**config.mk**
```make
export PLATFORM = sky130hd
export DESIGN_NAME = lsb_stego_stream_decoder_flat
export DESIGN_NICKNAME = d
export VERILOG_FILES = /design/src/hw/rtl/lsd_pkg.sv /design/src/hw/rtl/lsd_image_if.sv /design/src/hw/rtl/lsd_hidden_if.sv /design/src/hw/rtl/lsd_decode_core.sv /design/src/hw/rtl/lsb_stego_stream_decoder.sv /design/src/flat_wrapper.sv
export SDC_FILE = /design/constraint.sdc
export NUM_CORES = 1
export LEC_CHECK = 0
export ABC_AREA = 1
export ABC_CLOCK_PERIOD_IN_PS = 8100
export BUFFER_PORTS_ARGS = -buffer_cell sky130_fd_sc_hd__buf_2
export CORE_MARGIN = 1
export CORE_UTILIZATION = 45
export CTS_BUF_LIST = sky130_fd_sc_hd__clkbuf_16
export DETAILED_ROUTE_END_ITERATION = 12
export GPL_TIMING_DRIVEN = 0
export MAX_ROUTING_LAYER = met4
export PLACE_DENSITY = 0.72
export REMOVE_ABC_BUFFERS = 1
export SETUP_SLACK_MARGIN = 0.02
export SLEW_MARGIN = 0
export SYNTH_ARGS = -nofsm -noshare
export SYNTH_HDL_FRONTEND = slang
export SYNTH_SLANG_ARGS = --single-unit
```
**constraint.sdc**
```tcl
create_clock -name clk -period 8.1 [get_ports clk]
set_input_delay 0 -clock clk [delete_from_list [all_inputs] [get_ports clk]]
set_output_delay 0 -clock clk [all_outputs]
set_load 0.01 [all_outputs]
```
**src/hw/rtl/lsd_pkg.sv**
```systemverilog
// Shared types and constants for the LSB steganography stream decoder.
// No dependencies; the decode core, top level and checker import this package.
`default_nettype none

package lsd_pkg;

  // Decoder geometry.
  localparam int EXT_CHARS    = 4;
  localparam int LENGTH_BYTES = 8;
  localparam int LEN_IDX_W    = (LENGTH_BYTES > 1) ? $clog2(LENGTH_BYTES) : 1;

  // Register reset values.
  localparam logic [15:0] HEADER_SKIP_RESET  = 16'd54;
  localparam logic [7:0]  MAGIC_FIRST_RESET  = 8'd35;
  localparam logic [7:0]  MAGIC_SECOND_RESET = 8'd42;

  // Configuration register indexes.
  localparam logic [1:0] REG_HEADER_SKIP  = 2'd0;
  localparam logic [1:0] REG_MAGIC_FIRST  = 2'd1;
  localparam logic [1:0] REG_MAGIC_SECOND = 2'd2;

  // Result kind codes.
  localparam logic [1:0] KIND_EXT    = 2'd0;
  localparam logic [1:0] KIND_DATA   = 2'd1;
  localparam logic [1:0] KIND_STATUS = 2'd2;

  // Status codes.
  localparam logic [1:0] ST_OK        = 2'd0;
  localparam logic [1:0] ST_BAD_MAGIC = 2'd1;
  localparam logic [1:0] ST_EARLY_END = 2'd2;
  localparam logic [1:0] ST_COMPLETE  = 2'd3;

  typedef struct packed {
    logic [7:0] image_byte;
    logic       first_of_file;
    logic       last_of_file;
  } lsd_item_t;

  typedef struct packed {
    logic [7:0] out_byte;
    logic [1:0] out_kind;
    logic [1:0] status;
    logic       final_res;
  } lsd_result_t;

  typedef struct packed {
    logic [15:0] header_skip;
    logic [7:0]  magic_first;
    logic [7:0]  magic_second;
  } lsd_cfg_t;

endpackage

`default_nettype wire

```
**src/hw/rtl/lsd_image_if.sv**
```systemverilog
// Stream interface carrying image bytes into the decoder.
// Depends on nothing but plain logic types.
`default_nettype none

interface lsd_image_if;
  logic       valid;
  logic       ready;
  logic [7:0] image_byte;
  logic       first_of_file;
  logic       last_of_file;

  modport source (output valid, output image_byte, output first_of_file,
                  output last_of_file, input ready);
  modport sink   (input valid, input image_byte, input first_of_file,
                  input last_of_file, output ready);
endinterface

`default_nettype wire

```
**src/hw/rtl/lsd_hidden_if.sv**
```systemverilog
// Stream interface carrying decoded hidden bytes and status out of the decoder.
// Depends on nothing but plain logic types.
`default_nettype none

interface lsd_hidden_if;
  logic       valid;
  logic       ready;
  logic [7:0] out_byte;
  logic [1:0] out_kind;
  logic [1:0] status;
  logic       final_res;

  modport source (output valid, output out_byte, output out_kind,
                  output status, output final_res, input ready);
  modport sink   (input valid, input out_byte, input out_kind,
                  input status, input final_res, output ready);
endinterface

`default_nettype wire

```
**src/hw/rtl/lsd_decode_core.sv**
```systemverilog
// Decode state and single-pass next-state logic for one image byte.
// Depends on lsd_pkg for item, result and configuration types.
`default_nettype none

module lsd_decode_core (
  input  wire logic                clk,
  input  wire logic                rst,
  input  wire logic                fire,
  input  wire lsd_pkg::lsd_item_t  item,
  input  wire lsd_pkg::lsd_cfg_t   cfg,
  output logic                     have,
  output lsd_pkg::lsd_result_t     result
);
  import lsd_pkg::*;

  typedef enum logic [2:0] {
    PH_HEADER, PH_MAGIC, PH_EXT, PH_LEN, PH_DATA, PH_IDLE
  } phase_t;

  phase_t      phase, phase_next;
  logic [15:0] header_count, header_count_next;
  logic [2:0]  bit_count, bit_count_next;
  logic [3:0]  field_index, field_index_next;
  logic [7:0]  shift_bits, shift_bits_next;
  logic [7:0]  first_magic_seen;
  logic [7:0]  len_bytes [LENGTH_BYTES];
  logic [63:0] remaining, remaining_next;

  phase_t      ph;
  logic [15:0] hc;
  logic [2:0]  bc;
  logic [3:0]  fi;
  logic [3:0]  fi_inc;
  logic [7:0]  hbyte;
  logic        byte_done;
  logic        magic_wr;
  logic        len_wr;
  logic [8*LENGTH_BYTES-1:0] len_raw;
  logic [63:0] len_full;

  // The length as it stands once the current byte is placed in the top slot.
  always_comb begin
    for (int j = 0; j < LENGTH_BYTES; j++) begin
      len_raw[8*j +: 8] = (j == LENGTH_BYTES - 1) ? hbyte : len_bytes[j];
    end
    len_full = 64'($signed(len_raw));
  end

  always_comb begin
    // A first-of-file mark restarts the file before this byte is used.
    ph = item.first_of_file ? PH_HEADER : phase;
    hc = item.first_of_file ? 16'd0 : header_count;
    bc = item.first_of_file ? 3'd0 : bit_count;
    fi = item.first_of_file ? 4'd0 : field_index;
    fi_inc = fi + 4'd1;
    hbyte = {shift_bits[6:0], item.image_byte[0]};

    phase_next        = ph;
    header_count_next = hc;
    bit_count_next    = bc;
    field_index_next  = fi;
    shift_bits_next   = shift_bits;
    remaining_next    = remaining;
    byte_done         = 1'b0;
    magic_wr          = 1'b0;
    len_wr            = 1'b0;
    have              = 1'b0;
    result            = '{out_byte: 8'd0, out_kind: KIND_STATUS, status: ST_OK,
                          final_res: 1'b0};

    if (ph != PH_IDLE) begin
      if (ph == PH_HEADER && hc < cfg.header_skip) begin
        header_count_next = hc + 16'd1;
      end else begin
        phase_next      = (ph == PH_HEADER) ? PH_MAGIC : ph;
        shift_bits_next = hbyte;
        bit_count_next  = bc + 3'd1;
        byte_done       = (bc == 3'd7);
      end
    end

    if (byte_done) begin
      case (phase_next)
        PH_MAGIC: begin
          if (fi == 4'd0) begin
            magic_wr         = 1'b1;
            field_index_next = 4'd1;
          end else begin
            field_index_next = 4'd0;
            if (first_magic_seen != cfg.magic_first || hbyte != cfg.magic_second) begin
              have       = 1'b1;
              result     = '{out_byte: 8'd0, out_kind: KIND_STATUS,
                             status: ST_BAD_MAGIC, final_res: 1'b1};
              phase_next = PH_IDLE;
            end else begin
              phase_next = PH_EXT;
            end
          end
        end
        PH_EXT: begin
          have             = 1'b1;
          result.out_byte  = hbyte;
          result.out_kind  = KIND_EXT;
          field_index_next = fi_inc;
          if (fi_inc >= 4'(EXT_CHARS)) begin
            field_index_next = 4'd0;
            phase_next       = PH_LEN;
          end
        end
        PH_LEN: begin
          len_wr           = 1'b1;
          field_index_next = fi_inc;
          if (fi_inc >= 4'(LENGTH_BYTES)) begin
            field_index_next = 4'd0;
            remaining_next   = len_full;
            if (len_full[63] || len_full == 64'd0) begin
              have       = 1'b1;
              result     = '{out_byte: 8'd0, out_kind: KIND_STATUS,
                             status: ST_COMPLETE, final_res: 1'b1};
              phase_next = PH_IDLE;
            end else begin
              phase_next = PH_DATA;
            end
          end
        end
        PH_DATA: begin
          have            = 1'b1;
          result.out_byte = hbyte;
          result.out_kind = KIND_DATA;
          remaining_next  = remaining - 64'd1;
          if (remaining == 64'd1) begin
            result.status    = ST_COMPLETE;
            result.final_res = 1'b1;
            phase_next       = PH_IDLE;
          end
        end
        default: begin
        end
      endcase
    end

    // A file that ends before the decode finished reports an early end,
    // keeping any character that this same byte completed.
    if (item.last_of_file && phase_next != PH_IDLE) begin
      have             = 1'b1;
      result.status    = ST_EARLY_END;
      result.final_res = 1'b1;
      phase_next       = PH_IDLE;
    end
  end

  always_ff @(posedge clk) begin
    if (rst) begin
      phase        <= PH_HEADER;
      header_count <= 16'd0;
      bit_count    <= 3'd0;
      field_index  <= 4'd0;
    end else if (fire) begin
      phase        <= phase_next;
      header_count <= header_count_next;
      bit_count    <= bit_count_next;
      field_index  <= field_index_next;
    end
  end

  always_ff @(posedge clk) begin
    if (fire) begin
      shift_bits <= shift_bits_next;
      remaining  <= remaining_next;
      if (magic_wr) begin
        first_magic_seen <= hbyte;
      end
      if (len_wr) begin
        len_bytes[fi[LEN_IDX_W-1:0]] <= hbyte;
      end
    end
  end

endmodule

`default_nettype wire

```
**src/hw/rtl/lsb_stego_stream_decoder.sv**
```systemverilog
// Top level of the LSB steganography stream decoder: configuration registers,
// input register, decode core and result register.
// Depends on lsd_pkg, lsd_image_if, lsd_hidden_if and lsd_decode_core.
//
// Usage:
//   Image bytes enter on the image channel, one per request, with
//   first_of_file marking the start of a file and last_of_file its end.
//   Decoded extension characters, data bytes and status results leave on the
//   hidden channel; an image byte yields zero or one result.
//   Throughput is one image byte per cycle while the result register is empty
//   or being taken: the input register feeds the decode logic, which writes
//   the result register in the same cycle. A byte is accepted into the input
//   register and its result is then loaded into the result register, where it
//   shows valid.
//   When the receiver stalls, the result register holds its request and the
//   input register holds one more byte; image.ready then drops until the
//   result is taken. A byte leaves the input register only while the result
//   register is empty or being taken, whether or not it gives a result.
//   The cfg port writes header_skip (index 0), magic_first (1) and
//   magic_second (2); write only while the block is idle.
//   Reset clears both registers' valid flags, restores the register defaults
//   (54, '#', '*') and puts the decoder at the start of a file.
`default_nettype none

module lsb_stego_stream_decoder (
  input  wire logic        clk,
  input  wire logic        rst,
  lsd_image_if.sink        image,
  lsd_hidden_if.source     hidden,
  input  wire logic        cfg_we,
  input  wire logic [1:0]  cfg_index,
  input  wire logic [15:0] cfg_data
);
  import lsd_pkg::*;

  lsd_cfg_t    cfg;
  lsd_item_t   stage_item;
  logic        stage_valid;
  lsd_result_t out_res;
  logic        out_valid;
  logic        advance;
  logic        core_have;
  lsd_result_t core_res;

  assign advance     = stage_valid && (!out_valid || hidden.ready);
  assign image.ready = !stage_valid || advance;

  always_ff @(posedge clk) begin
    if (rst) begin
      cfg <= '{header_skip: HEADER_SKIP_RESET, magic_first: MAGIC_FIRST_RESET,
               magic_second: MAGIC_SECOND_RESET};
    end else if (cfg_we) begin
      case (cfg_index)
        REG_HEADER_SKIP:  cfg.header_skip  <= cfg_data;
        REG_MAGIC_FIRST:  cfg.magic_first  <= cfg_data[7:0];
        REG_MAGIC_SECOND: cfg.magic_second <= cfg_data[7:0];
        default: begin
        end
      endcase
    end
  end

  always_ff @(posedge clk) begin
    if (rst) begin
      stage_valid <= 1'b0;
      out_valid   <= 1'b0;
    end else begin
      if (image.valid && image.ready) begin
        stage_valid <= 1'b1;
      end else if (advance) begin
        stage_valid <= 1'b0;
      end
      if (advance && core_have) begin
        out_valid <= 1'b1;
      end else if (hidden.ready) begin
        out_valid <= 1'b0;
      end
    end
  end

  always_ff @(posedge clk) begin
    if (image.valid && image.ready) begin
      stage_item <= '{image_byte: image.image_byte, first_of_file: image.first_of_file,
                      last_of_file: image.last_of_file};
    end
    if (advance && core_have) begin
      out_res <= core_res;
    end
  end

  lsd_decode_core u_core (
    .clk    (clk),
    .rst    (rst),
    .fire   (advance),
    .item   (stage_item),
    .cfg    (cfg),
    .have   (core_have),
    .result (core_res)
  );

  assign hidden.valid     = out_valid;
  assign hidden.out_byte  = out_res.out_byte;
  assign hidden.out_kind  = out_res.out_kind;
  assign hidden.status    = out_res.status;
  assign hidden.final_res = out_res.final_res;

endmodule

`default_nettype wire

```
**src/flat_wrapper.sv**
```systemverilog
// flat-port wrapper written by rule: the top's interface ports become plain ports
module lsb_stego_stream_decoder_flat import lsd_pkg::*;
  (clk, rst, cfg_we, cfg_index, cfg_data, image_valid, image_image_byte, image_first_of_file, image_last_of_file, image_ready, hidden_valid, hidden_out_byte, hidden_out_kind, hidden_status, hidden_final_res, hidden_ready);
  lsd_image_if image_i ();
  lsd_hidden_if hidden_i ();
  input  wire logic clk;
  input  wire logic rst;
  input  wire logic cfg_we;
  input  wire logic [1:0] cfg_index;
  input  wire logic [15:0] cfg_data;
  input wire logic [$bits(image_i.valid)-1:0] image_valid;
  input wire logic [$bits(image_i.image_byte)-1:0] image_image_byte;
  input wire logic [$bits(image_i.first_of_file)-1:0] image_first_of_file;
  input wire logic [$bits(image_i.last_of_file)-1:0] image_last_of_file;
  output wire logic [$bits(image_i.ready)-1:0] image_ready;
  output wire logic [$bits(hidden_i.valid)-1:0] hidden_valid;
  output wire logic [$bits(hidden_i.out_byte)-1:0] hidden_out_byte;
  output wire logic [$bits(hidden_i.out_kind)-1:0] hidden_out_kind;
  output wire logic [$bits(hidden_i.status)-1:0] hidden_status;
  output wire logic [$bits(hidden_i.final_res)-1:0] hidden_final_res;
  input wire logic [$bits(hidden_i.ready)-1:0] hidden_ready;
  assign image_i.valid = image_valid;
  assign image_i.image_byte = image_image_byte;
  assign image_i.first_of_file = image_first_of_file;
  assign image_i.last_of_file = image_last_of_file;
  assign image_ready = image_i.ready;
  assign hidden_valid = hidden_i.valid;
  assign hidden_out_byte = hidden_i.out_byte;
  assign hidden_out_kind = hidden_i.out_kind;
  assign hidden_status = hidden_i.status;
  assign hidden_final_res = hidden_i.final_res;
  assign hidden_i.ready = hidden_ready;
  lsb_stego_stream_decoder u_core (.clk(clk), .rst(rst), .image(image_i), .hidden(hidden_i), .cfg_we(cfg_we), .cfg_index(cfg_index), .cfg_data(cfg_data));
endmodule
```
==> out/metrics.cfg <==
[yosys]
synthSimpleGateAreaFrac=0.248
yosysTopAreaCell=edfxtp_1
async_flop_share=0
synth_cell_types=50
synthMuxAreaShare=0.00104
synthFlopType=edfxtp_1
synth_area_leaders=edfxtp_1 (42%), dfxtp_1 (11%), nand2_1 (8.7%), nor2_1 (6.4%), inv_1 (5.9%)
ys_seq_area_frac=0.528
yosysMostFrequentCell=nand2_1
yosysTopAreaCellShare=0.417
ys_ff_latch=211
synthTopCellsByCount=nand2_1 (251), nor2_1 (185), inv_1 (171)
synthXorXnorAreaFrac=0.0443
synth_compound_area_frac=0.0828
synth_fa_ha_area_frac=0.0242
yosysWarningCount=0
netlist_area_sq_um=10900
synth_top_family_by_area=simple AND/OR/NAND/NOR gates
avgSynthCellArea_sq_um=8.66
syn_inst=1254
synth_edf_count=151

[setup_path]
crit_fanout=18
cp_data_arrival_time_ps=4680
reg2reg_depth=16
r2r_start=u_core.stage_item[1]
cp_slowest_cell=nor3_1
path_class=reg -> reg
cp-startpoint=u_core.stage_item[1]
cp_slowest_stage_delay_ps=960
crit_chain=inv_2 -> nand2_1 -> inv_1 -> ha_1 -> nand2_1 -> o21ai_0 -> nand2_1 -> nand3_1 -> nor2_1 -> nand2_4 -> nand2_2 -> nor2_2 -> nand2_1 -> nor2_1 -> nand2_1 -> nor3_1
cp_common_cell=nand2_1
required_ps=8220
regToRegSetupSlack_ps=3540
worstReg2RegEnd=u_core.u_core.len_bytes[4][6]
cp-end-kind=flop
start_kind=flop

[die]
start_util=0.461
die_h_um=157
rows=56
io_pins=48
core-area_sq_um=23500
die_area_sq_um=24800
die_w_um=157

[place]
globalplace.congestion=0.914
hpwl_um=17400
place_ws_ps=3380
io_buffers=40

[timing]
setup_viol=0
max_slew_margin=0.126
setup_slack_ps=3540
skew_ps=28.1
fin_setup_tns_ps=0
final-max-slew-violation-count=0
hold_viol_final=0
fmax_mhz=219
tightest_slew_ps=1300
rsz0062_at_grt=no
finalCritPeriodShare=0.563
finalCriticalPeriod_ps=4560

[cells_and_area]
drive_gt1_frac=0.105
final-seq-area_sq_um=5740
multi_input_area_sq_um=4380
diodes=0
area_growth_pct=16.0
finalNetCount=1386
fillerInstances=2137
fin_util=0.535

[clocking]
cts_setup_buffers=0
ctsResizeCount=0
worstSkewPairLatency_ps=530
htreeDepth=1
cts_made_buffers=24
clkTransAtPathRegs_ps=60
clk_path_buf_depth=3
cts.sinks=211
ctsRootBufferMaster=clkbuf_16
cts_tree=built

[run]
max-cap-violations=0

[power]
p_leak_nw=4.92
ir_drop_v=0.000138
p_per_area_nw_per_um2=188

[grt]
antenna_found_initial=0
track_usage=0.212
grt_pass1_wl_um=40400
grt_max_degree=53
grt_pass1_vias=8230
grt_overflow=0

[route]
first_pass_iters=5
vias=8520
wirelength_um=24700
drt-initial-drc-count=749
via_per_inst=5.11
drc=0
wl_per_cell_um=14.8
ant_nets=0

[hold_path]
hold_depth=2
worstHoldPathType=in -> reg
hp-start=image_first_of_file
hold_end=u_core.stage_item[1]

[run_status]
status=complete, no violations

[through the flow]
step | std cells | instance area [sq um] | total power, mW | hold slack (ps)
final | 1668 | 12600 | 2.36 | 176
after global routing | 1668 | 12600 | 2.43 | 184
after CTS | 1668 | 12600 | 2.37 | 159
after detailed placement | 1593 | 11500 | 1.29 | 179
after global placement | 1588 | 11400 | 1.28 | 178
after floorplan | 1229 | 10800 | 1.25 | 69.1
[timing repair]
| action | in CTS | in global routing |
|---|---|---|
| hold buffers | 32 | 0 |
| setup endpoints to repair | 0 | 0 |
| hold endpoints to repair | 52 | 0 |
[critical path, delay by kind of cell, from the launching register on]
kind	cells	cell delay, ps
DFF	1	890
and+or+nand+nor	12	2470
adders and majority gates	1	280
buffers and inverters	2	340
AOI/OAI and AO/OA	1	170
[placed cells by master, fill, tap and decap left out, types with 3 or more instances in the layout]
cell type | synthesis | routed
nand3_1 | 44 | 43
o211ai_1 | 7 | 7
a21oi_1 | 50 | 50
xor2_1 | 27 | 27
nand4_1 | 22 | 22
xnor2_1 | 28 | 28
o21ai_0 | 85 | 85
nor2_2 | 10 | 10
nor3_1 | 28 | 28
clkinv_1 | 2 | 4
or2_2 | 3 | 3
nor2_4 | 6 | 7
nand3_2 | 5 | 6
clkbuf_16 | 0 | 26
nand2_1 | 251 | 251
nor4_2 | 0 | 3
nor4_1 | 13 | 10
nand3b_1 | 4 | 4
a31oi_1 | 3 | 3
edfxtp_1 | 151 | 151
dfxtp_1 | 60 | 60
clkinv_2 | 0 | 5
buf_2 | 2 | 40
dlygate4sd3_1 | 0 | 32
inv_2 | 4 | 4
nand2_2 | 10 | 10
buf_12 | 0 | 4
nor3_2 | 5 | 5
ha_1 | 21 | 21
inv_1 | 171 | 175
o21ai_1 | 8 | 8
nor2_1 | 185 | 184
[area by class of cell]
type,instances,share of cell area
clock buffer,26,0.0516
multi-input combinational,841,0.348
timing repair buffer,77,0.0482
clock inverter,17,0.0127
sequential,211,0.455
inverter,177,0.0528
tap,319,0.0317
[layer usage]
metal,part of all wire,track usage
met5,0,-
met4,0.016,0.0453
met3,0.053,0.0273
met2,0.48,0.359
met1,0.45,0.272
[flip-flops by register name (all words and copies together), names as in the netlist]
signal,cells
u_core.u_core.header_count,16
u_core.hidden.out_kind,2
u_core.u_core.phase,3
u_core.u_core.shift_bits,7
u_core.stage_item,3
u_core.u_core.len_bytes,56
u_core.stage_valid,1
u_core.u_core.remaining,64
u_core.hidden.status,2
u_core.cfg,32
u_core.hidden.out_byte,8
u_core.hidden.final_res,1
u_core.u_core.first_magic_seen,8
u_core.u_core.field_index,4
u_core.hidden.valid,1
u_core.u_core.bit_count,3
[cell families after synthesis]
family	after synthesis
DFF	211
buffers and inverters	202
xor gates and xnor gates	55
adders and majority gates	21
muxes	1
AOI/OAI and AO/OA	167
and+or+nand+nor	597
[report_power, final]
part,total (mW),internal [mW],switching (mW)
combinational,0.102,0.0394,0.0623
clock,1.09,0.646,0.442
sequential,1.17,1.16,0.0116
total,2.36,1.85,0.516
[how the worst max path moves through the flow]
stage / cells after the start / end / slack [ps]
after CTS: 16 / u_core.u_core.len_bytes[0][7] / 3340
after detailed placement: 16 / u_core.u_core.len_bytes[0][3] / 3380
after floorplan: 6 / u_core.u_core.remaining[0] / 2650
final: 16 / u_core.u_core.len_bytes[4][6] / 3540
after global placement: 6 / u_core.u_core.remaining[19] / -30
after global routing: 16 / u_core.u_core.len_bytes[4][2] / 3130
Note: power is estimated with default switching activity, not from simulation.
